File: src/sv/gdec_pkg.sv
package gdec_pkg;

  localparam int unsigned WORD_W    = 20;
  localparam int unsigned CODE_W    = 5;
  localparam int unsigned NIB_W     = 4;
  localparam int unsigned ERPM_W    = 26;
  localparam int unsigned DEN_W     = 16;
  localparam int unsigned MANT_W    = 9;
  localparam int unsigned EXP_W     = 3;
  localparam int unsigned PFIELD_W  = 12;
  localparam int unsigned DIV_STAGES = ERPM_W;

  localparam logic [ERPM_W-1:0]   ERPM_NUMERATOR = ERPM_W'(60000000);
  localparam logic [PFIELD_W-1:0] PERIOD_STOPPED = 12'hFFF;
  localparam logic [NIB_W-1:0]    FOLD_GOOD      = 4'hF;

  // GCR codes of the 16-symbol alphabet.
  localparam logic [CODE_W-1:0] GCR_0 = 5'h19;
  localparam logic [CODE_W-1:0] GCR_1 = 5'h1B;
  localparam logic [CODE_W-1:0] GCR_2 = 5'h12;
  localparam logic [CODE_W-1:0] GCR_3 = 5'h13;
  localparam logic [CODE_W-1:0] GCR_4 = 5'h1D;
  localparam logic [CODE_W-1:0] GCR_5 = 5'h15;
  localparam logic [CODE_W-1:0] GCR_6 = 5'h16;
  localparam logic [CODE_W-1:0] GCR_7 = 5'h17;
  localparam logic [CODE_W-1:0] GCR_8 = 5'h1A;
  localparam logic [CODE_W-1:0] GCR_9 = 5'h09;
  localparam logic [CODE_W-1:0] GCR_A = 5'h0A;
  localparam logic [CODE_W-1:0] GCR_B = 5'h0B;
  localparam logic [CODE_W-1:0] GCR_C = 5'h1E;
  localparam logic [CODE_W-1:0] GCR_D = 5'h0D;
  localparam logic [CODE_W-1:0] GCR_E = 5'h0E;
  localparam logic [CODE_W-1:0] GCR_F = 5'h0F;

  typedef struct packed {
    logic             bad;
    logic [NIB_W-1:0] nib;
  } gcr_sym_t;

  // Request into the divider: quotient of num by den, zero forces a 0 result.
  typedef struct packed {
    logic [ERPM_W-1:0] num;
    logic [DEN_W-1:0]  den;
    logic              zero;
  } div_req_t;

  // Working state of one divider stage: partial remainder, and a word that
  // shifts numerator bits out at the top while quotient bits enter below.
  typedef struct packed {
    logic [DEN_W-1:0]  rem;
    logic [ERPM_W-1:0] nq;
    logic [DEN_W-1:0]  den;
    logic              zero;
  } div_stage_t;

  typedef struct packed {
    logic [ERPM_W-1:0] quot;
    logic              zero;
  } div_rsp_t;

  function automatic gcr_sym_t gcr_decode(input logic [CODE_W-1:0] code);
    gcr_sym_t s;
    s.bad = 1'b0;
    unique case (code)
      GCR_0:   s.nib = 4'h0;
      GCR_1:   s.nib = 4'h1;
      GCR_2:   s.nib = 4'h2;
      GCR_3:   s.nib = 4'h3;
      GCR_4:   s.nib = 4'h4;
      GCR_5:   s.nib = 4'h5;
      GCR_6:   s.nib = 4'h6;
      GCR_7:   s.nib = 4'h7;
      GCR_8:   s.nib = 4'h8;
      GCR_9:   s.nib = 4'h9;
      GCR_A:   s.nib = 4'hA;
      GCR_B:   s.nib = 4'hB;
      GCR_C:   s.nib = 4'hC;
      GCR_D:   s.nib = 4'hD;
      GCR_E:   s.nib = 4'hE;
      GCR_F:   s.nib = 4'hF;
      default: begin
        s.nib = 4'h0;
        s.bad = 1'b1;
      end
    endcase
    return s;
  endfunction

endpackage

File: src/sv/gcr_erpm_telemetry_decoder.sv
// Decoder for the eRPM telemetry reply of a bidirectional motor controller.
// Input channel s_*: each beat carries one 20-bit GCR word in s_tdata[19:0].
// Output channel m_*: each beat carries the electrical RPM in m_tdata[25:0]
// and an error flag in m_tuser[0]. Every input beat yields exactly one output
// beat, in order. The word is split into four GCR codes, mapped to nibbles,
// checksum-checked, and its period field is turned into a divisor; a
// 26-stage restoring divider then forms 60,000,000 / period rounded to
// nearest. A stopped motor gives 0 with no error; an invalid code, a bad
// checksum or a zero mantissa gives 0 with the error flag set.
// From the accepting edge to m_tvalid lie two decode stages, one divider
// stage per quotient bit, and the output register. Throughput is one beat
// per cycle while the skid register is empty, set by the divider producing
// one quotient bit per stage with all stages working on different words.
// When the receiver stalls, one result parks in a skid register behind the
// output register; only once that is full does the pipeline hold and
// s_tready drop, so nothing is lost or repeated. Reset empties all stages.
module gcr_erpm_telemetry_decoder (
  input  logic        clk,
  input  logic        rst,
  input  logic        s_tvalid,
  output logic        s_tready,
  input  logic [23:0] s_tdata,   // [19:0] gcr_word, [23:20] zero
  output logic        m_tvalid,
  input  logic        m_tready,
  output logic [31:0] m_tdata,   // [25:0] erpm, [31:26] zero
  output logic [0:0]  m_tuser    // [0] error
);

  localparam int unsigned CW = gdec_pkg::CODE_W;
  localparam int unsigned NW = gdec_pkg::NIB_W;
  localparam int unsigned EW = gdec_pkg::ERPM_W;
  localparam int unsigned DW = gdec_pkg::DEN_W;

  // The whole pipeline moves only while the skid register is empty.
  logic en;

  // Stage 1: GCR decode and checks.
  logic                           d1_vld;
  logic [gdec_pkg::PFIELD_W-1:0]  d1_pfield;
  logic                           d1_err;
  logic                           d1_stop;
  gdec_pkg::gcr_sym_t             sym [4];
  logic [gdec_pkg::PFIELD_W-1:0]  pfield_next;
  logic                           err_next;
  logic                           stop_next;
  logic [NW-1:0]                  fold;

  always_comb begin
    for (int k = 0; k < 4; k++) begin
      sym[k] = gdec_pkg::gcr_decode(s_tdata[k*CW +: CW]);
    end
    fold        = sym[3].nib ^ sym[2].nib ^ sym[1].nib ^ sym[0].nib;
    pfield_next = {sym[3].nib, sym[2].nib, sym[1].nib};
    // A bad code or checksum wins over every other case.
    err_next    = sym[3].bad | sym[2].bad | sym[1].bad | sym[0].bad |
                  (fold != gdec_pkg::FOLD_GOOD);
    stop_next   = (pfield_next == gdec_pkg::PERIOD_STOPPED);
  end

  // Stage 2: period = mantissa << exponent, numerator gets half a period added.
  logic                 d2_vld;
  gdec_pkg::div_req_t   d2_req;
  gdec_pkg::div_req_t   req_next;
  logic [gdec_pkg::MANT_W-1:0] mant;
  logic [gdec_pkg::EXP_W-1:0]  expo;
  logic [DW-1:0]               period;

  always_comb begin
    mant   = d1_pfield[gdec_pkg::MANT_W-1:0];
    expo   = d1_pfield[gdec_pkg::PFIELD_W-1 -: gdec_pkg::EXP_W];
    period = DW'(mant) << expo;
    req_next.zero = d1_err | d1_stop | (mant == '0);
    // A forced-zero item still needs a nonzero divisor to keep the math tidy.
    req_next.den  = req_next.zero ? DW'(1) : period;
    req_next.num  = gdec_pkg::ERPM_NUMERATOR + EW'(period >> 1);
  end

  logic d2_err;

  always_ff @(posedge clk) begin
    if (rst) begin
      d1_vld <= 1'b0;
      d2_vld <= 1'b0;
    end else if (en) begin
      d1_vld <= s_tvalid;
      d2_vld <= d1_vld;
    end
  end

  always_ff @(posedge clk) begin
    if (en) begin
      d1_pfield <= pfield_next;
      d1_err    <= err_next;
      d1_stop   <= stop_next;
      d2_req    <= req_next;
      d2_err    <= d1_err | (!d1_stop && (mant == '0));
    end
  end

  // The error flag rides alongside the divider in a matching delay line.
  logic                 err_line [gdec_pkg::DIV_STAGES];
  logic                 q_vld;
  gdec_pkg::div_rsp_t   q_rsp;

  always_ff @(posedge clk) begin
    if (en) begin
      err_line[0] <= d2_err;
      for (int k = 1; k < gdec_pkg::DIV_STAGES; k++) begin
        err_line[k] <= err_line[k-1];
      end
    end
  end

  gdec_divider u_div (
    .clk     (clk),
    .rst     (rst),
    .en      (en),
    .in_vld  (d2_vld),
    .req     (d2_req),
    .out_vld (q_vld),
    .rsp     (q_rsp)
  );

  logic [EW-1:0] res_erpm;
  logic          res_err;

  assign res_erpm = q_rsp.zero ? '0 : q_rsp.quot;
  assign res_err  = err_line[gdec_pkg::DIV_STAGES-1];

  // Output register with one skid entry behind it.
  logic          out_vld;
  logic [EW-1:0] out_erpm;
  logic          out_err;
  logic          skid_vld;
  logic [EW-1:0] skid_erpm;
  logic          skid_err;

  assign en = !skid_vld;

  always_ff @(posedge clk) begin
    if (rst) begin
      out_vld  <= 1'b0;
      skid_vld <= 1'b0;
    end else if (!out_vld || m_tready) begin
      if (skid_vld) begin
        out_vld  <= 1'b1;
        skid_vld <= 1'b0;
      end else begin
        out_vld  <= q_vld;
      end
    end else if (q_vld) begin
      skid_vld <= 1'b1;
    end
  end

  always_ff @(posedge clk) begin
    if (!out_vld || m_tready) begin
      if (skid_vld) begin
        out_erpm <= skid_erpm;
        out_err  <= skid_err;
      end else begin
        out_erpm <= res_erpm;
        out_err  <= res_err;
      end
    end else if (en) begin
      skid_erpm <= res_erpm;
      skid_err  <= res_err;
    end
  end

  assign s_tready = en;
  assign m_tvalid = out_vld;
  assign m_tdata  = {6'b0, out_erpm};
  assign m_tuser  = out_err;

  // An error result always reports zero speed.
  a_err_zero: assert property (@(posedge clk) disable iff (rst)
    m_tvalid && m_tuser[0] |-> m_tdata == '0)
    else $error("error beat with nonzero erpm");

  // The skid entry is only used behind a held output beat.
  a_skid_behind_out: assert property (@(posedge clk) disable iff (rst)
    skid_vld |-> out_vld)
    else $error("skid filled while output empty");

  // A parked result stays parked until the output drains.
  a_skid_hold: assert property (@(posedge clk) disable iff (rst)
    skid_vld && !m_tready |=> skid_vld && $stable(skid_erpm))
    else $error("skid entry lost during stall");

  // Speed never exceeds the numerator.
  a_erpm_range: assert property (@(posedge clk) disable iff (rst)
    m_tvalid |-> m_tdata[25:0] <= gdec_pkg::ERPM_NUMERATOR)
    else $error("erpm out of range");

endmodule

File: src/sv/gdec_divider.sv
// Restoring divider, one quotient bit per stage, all stages advance on en.
module gdec_divider (
  input  logic                 clk,
  input  logic                 rst,
  input  logic                 en,
  input  logic                 in_vld,
  input  gdec_pkg::div_req_t   req,
  output logic                 out_vld,
  output gdec_pkg::div_rsp_t   rsp
);

  localparam int unsigned N = gdec_pkg::DIV_STAGES;
  localparam int unsigned DW = gdec_pkg::DEN_W;
  localparam int unsigned QW = gdec_pkg::ERPM_W;

  logic                 vld [N];
  gdec_pkg::div_stage_t stg [N];
  gdec_pkg::div_stage_t src [N];
  gdec_pkg::div_stage_t stg_next [N];

  always_comb begin
    src[0].rem  = '0;
    src[0].nq   = req.num;
    src[0].den  = req.den;
    src[0].zero = req.zero;
    for (int k = 1; k < N; k++) begin
      src[k] = stg[k-1];
    end
  end

  // Each stage brings down the next numerator bit and tries one subtract.
  always_comb begin
    for (int k = 0; k < N; k++) begin
      logic [DW:0] trial;
      logic        take;
      trial = {src[k].rem, src[k].nq[QW-1]};
      take  = (trial >= {1'b0, src[k].den});
      stg_next[k].rem  = take ? DW'(trial - {1'b0, src[k].den}) : trial[DW-1:0];
      stg_next[k].nq   = {src[k].nq[QW-2:0], take};
      stg_next[k].den  = src[k].den;
      stg_next[k].zero = src[k].zero;
    end
  end

  always_ff @(posedge clk) begin
    if (rst) begin
      for (int k = 0; k < N; k++) begin
        vld[k] <= 1'b0;
      end
    end else if (en) begin
      vld[0] <= in_vld;
      for (int k = 1; k < N; k++) begin
        vld[k] <= vld[k-1];
      end
    end
  end

  always_ff @(posedge clk) begin
    if (en) begin
      for (int k = 0; k < N; k++) begin
        stg[k] <= stg_next[k];
      end
    end
  end

  assign out_vld  = vld[N-1];
  assign rsp.quot = stg[N-1].nq;
  assign rsp.zero = stg[N-1].zero;

endmodule

File: config.mk
export PLATFORM = sky130hd
export DESIGN_NAME = gcr_erpm_telemetry_decoder
export DESIGN_NICKNAME = d
export VERILOG_FILES = /design/src/sv/gdec_pkg.sv /design/src/sv/gcr_erpm_telemetry_decoder.sv /design/src/sv/gdec_divider.sv
export SDC_FILE = /design/constraint.sdc
export NUM_CORES = 2
export LEC_CHECK = 0
export BUFFER_PORTS_ARGS = -buffer_cell sky130_fd_sc_hd__buf_2
export CAP_MARGIN = 10
export CORE_MARGIN = 1
export CORE_UTILIZATION = 61
export DETAILED_ROUTE_END_ITERATION = 8
export PLACE_DENSITY = 0.78
export SETUP_SLACK_MARGIN = 0.4
export SKIP_CTS_REPAIR_TIMING = 1
export SYNTH_ARGS = -nofsm -noshare
export SYNTH_HDL_FRONTEND = slang
export SYNTH_SLANG_ARGS = --single-unit
File: constraint.sdc
create_clock -name clk -period 44.1 [get_ports clk]
set_clock_uncertainty 0.2 [all_clocks]
set_input_delay 2.205 -clock clk [delete_from_list [all_inputs] [get_ports clk]]
set_output_delay 2.205 -clock clk [all_outputs]
set_load 0.01 [all_outputs]
# == After elaboration in Yosys (flattened, before gate mapping) ==
# Memories as Yosys holds them, arrays and structs flattened.
# Index checks and enable logic that the tools add are counted.
# totals
regBits,116
elab_cells,254
ramBits,1586
n_memories,3
output_inout_bits,35
in_bits,28
# classes
bitwise_logic,36
order_cmp,26
muxes,69
n_reduce_logical,11
n_shift,1
n_eq_ne,66
n_addsub,27
# memory_table
memory,words,word_bits,read_ports,rd_clocked_by_memory_dff,wr,line_no,rtl
u_div.stg,26,59,26,0,26,gdec_divider.sv:17,gdec_pkg::div_stage_t stg [N];
err_line,26,1,26,0,26,gcr_erpm_telemetry_decoder.sv:101,logic err_line [gdec_pkg::DIV_STAGES];
u_div.vld,26,1,26,0,26,gdec_divider.sv:16,logic vld [N];
# op_table
op,count
$ge A17 B16 Y1,25
$mux W16,26
$sub A16 B16 Y16,25
$pmux W4 S15,4
$eq A5 B5 Y1 const B,40
$eq A5 B4 Y1 const B,24
$reduce_or A16 Y1,4
$mux W26,2
$mux W1,37
$or A1 B1 Y1,33
$add A24 B16 Y25 const A,1
$ge A1 B16 Y1,1
$shl A9 B3 Y16,1
$sub A1 B16 Y16,1
$eq A12 B12 Y1 const B,1
$xor A4 B4 Y4,3
$logic_not A9 Y1,1
$ne A4 B4 Y1 const B,1
$logic_not A1 Y1,3
$reduce_or A2 Y1,1
$logic_and A1 B1 Y1,1
$logic_or A1 B1 Y1,1

# == Depth between registers and ports, before layout ==
# logic_depth
ltp_word,7
depth_mapped,12
mapped_depth_nobuf,10

# == Cells and area by module ==
# A second synthesis with hierarchy kept.
# unflattened
cells_unflattened,5425
area_unflattened_um2,75688.8
# by_module_without_submodules
mod,area_each_um2,n_inst,cells_per_inst
gdec_divider,70089.7,1,5054
gcr_erpm_telemetry_decoder,5599.1,1,371

# == Worst setup path before layout ==
# OpenSTA, ideal clock, no wires.
# synth_path
path_kind,flip-flop to output port
startpoint,register skid_vld
endpoint,output s_tready
path_slack_ps,11162
required_ps,41695
arrival_time_ps,30533
stages_incl_launch_ff,4
n_path_buf,2
cell_sequence,dfxtp_1 -> clkbuf_1 -> clkbuf_1 -> inv_1
# synth_via
elab_chain_cells,1
# synth_rtl
item,line_no,rtl
from (decl),gcr_erpm_telemetry_decoder.sv:134,logic skid_vld;
from (signal assigned),gcr_erpm_telemetry_decoder.sv:143,skid_vld <= 1'b0;
from (signal assigned),gcr_erpm_telemetry_decoder.sv:147,skid_vld <= 1'b0;
from (signal assigned),gcr_erpm_telemetry_decoder.sv:152,skid_vld <= 1'b1;
$logic_not A1 Y1,gcr_erpm_telemetry_decoder.sv:138,assign en = !skid_vld;
to (decl),gcr_erpm_telemetry_decoder.sv:21,"output logic s_tready,"
# No other way between the ends.

# == Worst setup path in the final report ==
# Ends and elaborated chain as after synthesis.

==> flow_metrics.py <==
metrics = {
    "run_status": {
        "status": "completed",
    },
    "cts": {
        "cts_buffers": 167,
        "clock-root-buffer": "clkbuf_16",
        "clk_pin_slew_ns": 0.06,
        "ctsHtreeMaxLevel": 4,
        "clk_path_buf_depth": 3,
        "cts_tree": "built",
        "clkLatencyLatePin_ns": 0.79,
        "cts_sinks": 1642,
    },
    "synth": {
        "ys_seq_elements": 1642,
        "post_synth_inst_count": 5338,
        "avgSynthCellArea_um2": 14.1,
        "post-synth-top-count-cell": "edfxtp_1",
        "synth_edf_count": 1638,
        "ys_seq_area_share_pct": 65.4,
        "async_reset_ff_share_pct": 0,
        "synth.top_cell.area_share_pct": 65.3,
        "syn_area_um2": 75400,
        "ys.flop_type": "edfxtp_1",
        "ys_types": 98,
        "yosys.area.top_type": "edfxtp_1",
        "ys.warnings.count": 0,
        "synth_common_cells": "edfxtp_1, inv_1, ha_1, nor2_1, a21oi_1",
        "synthTopCellsByArea": "edfxtp_1, ha_1, mux2_2",
    },
    "placed_design": {
        "gp_congestion": 0.899,
        "hpwl_um": 91400,
        "dp_cells": 6968,
        "io_buffers": 52,
        "place_ws_ns": 39.68,
    },
    "global_routing": {
        "antenna_found_initial": 0,
        "grtUsageTotal_pct": 21.3,
        "grt_pass1_vias": 41100,
        "grt_pass1_wl_um": 213000,
        "grt_overflow": 0,
        "grt_max_degree": 200,
    },
    "timing": {
        "grt_setup_unrepaired": "false",
        "hold_viol": 0,
        "holdWs_ns": 0.201,
        "finalWorstSetupSlack_ns": 39.50,
        "period_share_pct": 10.4,
        "finalCriticalPeriod_ns": 4.60,
        "worstMarginPinSlew_ns": 1.18,
        "setup_viol": 0,
        "tns_ns": 0,
        "clock.fmax_ghz": 0.217,
        "slew_violations": 0,
        "slew_headroom_pct": 21.2,
    },
    "pwr": {
        "pwr-share-comb_pct": 35.1,
        "p_clk_share_pct": 24.5,
        "p_sw_mw": 1.82,
        "sequentialPowerShare_pct": 40.4,
        "ir_drop_v": 0.0000609,
        "power.density_nw_per_um2": 69.9,
        "swShare_pct": 31.4,
        "power.internal_mw": 3.98,
        "p_leak_nw": 30.8,
    },
    "final_layout": {
        "drive_gt1_share_pct": 11.7,
        "fin_util_pct": 67.9,
        "num-nets-final": 5963,
        "area_growth_pct": 10.2,
        "diodes": 0,
        "fin_cells": 7275,
        "n_fill_cell": 8250,
    },
    "setup_path": {
        "crit_path_cell_trace": "inv_8 -> buf_2",
        "crit_fanout": 117,
        "critPathSlowestCell": "inv_8",
        "crit_path_start_kind": "flip-flop",
        "arrival_ns": 2.20,
        "crit_type": "flip-flop to primary output",
        "slowest_delay_ns": 0.53,
        "critPathCaptureType": "primary output",
        "required_ns": 41.69,
    },
    "run": {
        "drv_cap": 0,
    },
    "drt": {
        "num_vias": 42000,
        "wl_per_cell_um": 18.4,
        "totalWireLength_um": 134000,
        "drtIter0Drc": 3570,
        "via_per_inst": 5.78,
        "antenna_left": 0,
        "first_pass_iters": 6,
        "post-route-drc-count": 0,
    },
    "floorplanning": {
        "start_util_pct": 61.7,
        "rows": 128,
        "chipWidth_um": 353,
        "coreArea_um2": 122000,
        "die_area_um2": 125000,
        "ios": 63,
        "die_h_um": 353,
    },
    "min_path": {
        "worstHoldPathType": "flip-flop to flip-flop",
    },
}
==> layout by cell type, fill, tap and decap left out, types with 111 or more instances in the layout <==
cell type  instances
edfxtp_1        1638
o21ai_0          212
nor2_1           264
xnor2_1          168
ha_1             399
clkbuf_16        169
a21o_1           111
a21oi_1          261
mux2_2           252
inv_1            546
nand2_1          171
==> metrics by stage <==
step / total power [mW] / instance area, um2
3_5_place_dp: 4.37 / 77500
5_1_grt: 6.13 / 83000
6_report: 5.80 / 83000
4_1_cts: 5.82 / 83000
3_3_place_gp: 4.30 / 77500
2_1_floorplan: 3.91 / 75400
==> worst max-delay path: cells and delay by family (launching register included) <==
family / cells / cell delay [ns]
buf+inv: 2 / 0.81
flops: 1 / 0.39
==> flip-flops by register name, indices dropped and copies added, names as in the netlist <==
signal     flops
m_tuser        1
d1_err         1
skid_vld       1
err_line      26
u_div.vld     26
d2_req        36
d1_stop        1
u_div.stg   1481
skid_err       1
d1_vld         1
out_erpm      26
d2_vld         1
d2_err         1
d1_pfield     12
skid_erpm     26
m_tvalid       1
==> power by group through the flow <==
stage | Combinational, mW | Clock [mW] | Sequential [mW]
5_1_grt | 2.24 | 1.51 | 2.38
2_1_floorplan | 1.62 | 0 | 2.30
6_report | 2.04 | 1.42 | 2.34
4_1_cts | 2.02 | 1.45 | 2.35
3_3_place_gp | 1.93 | 0 | 2.36
3_5_place_dp | 1.99 | 0 | 2.38
==> worst paths after layout <==
path	start	end	slack, ns	cells after the start
setup / recovery	skid_vld	s_tready	39.50	2
hold / removal	u_div.stg[4][38]	u_div.stg[5][39]	0.20	0
setup reg to reg	skid_vld	d1_pfield[1]	39.72	4
hold reg to reg	u_div.stg[4][38]	u_div.stg[5][39]	0.20	0
==> area by class of cell <==
cell class / instances / area (um2) / area share (%)
clock inverter: 107 / 1210 / 1.46
inverter: 547 / 2060 / 2.48
tap: 1625 / 2030 / 2.45
clock buffer: 200 / 4360 / 5.25
sequential: 1642 / 49300 / 59.3
timing repair buffer: 74 / 450 / 0.543
multi-input combinational: 3080 / 23600 / 28.5
==> cell families after synthesis <==
| family | Yosys count | synth area share [%] |
|---|---|---|
| other | 1 | 0.00498 |
| flip-flops | 1642 | 65.4 |
| AND/OR/NAND/NOR | 1038 | 7.13 |
| adder cells (fa/ha/maj) | 423 | 7.26 |
| buffers and inverters | 621 | 3.32 |
| XOR/XNOR | 252 | 2.93 |
| AO/OA/AOI/OAI | 1013 | 8.83 |
| multiplexers | 348 | 5.15 |
==> routing by layer <==
layer | track usage, % | wire length (um) | vias up
li1 | - | - | 20400
met1 | 28.2 | 58600 | 20400
met2 | 36.0 | 65600 | 978
met3 | 3.24 | 5850 | 259
met4 | 7.77 | 4090 | 0
met5 | 0 | 0 | -
No activity file was read; power rests on OpenSTA's default activity.
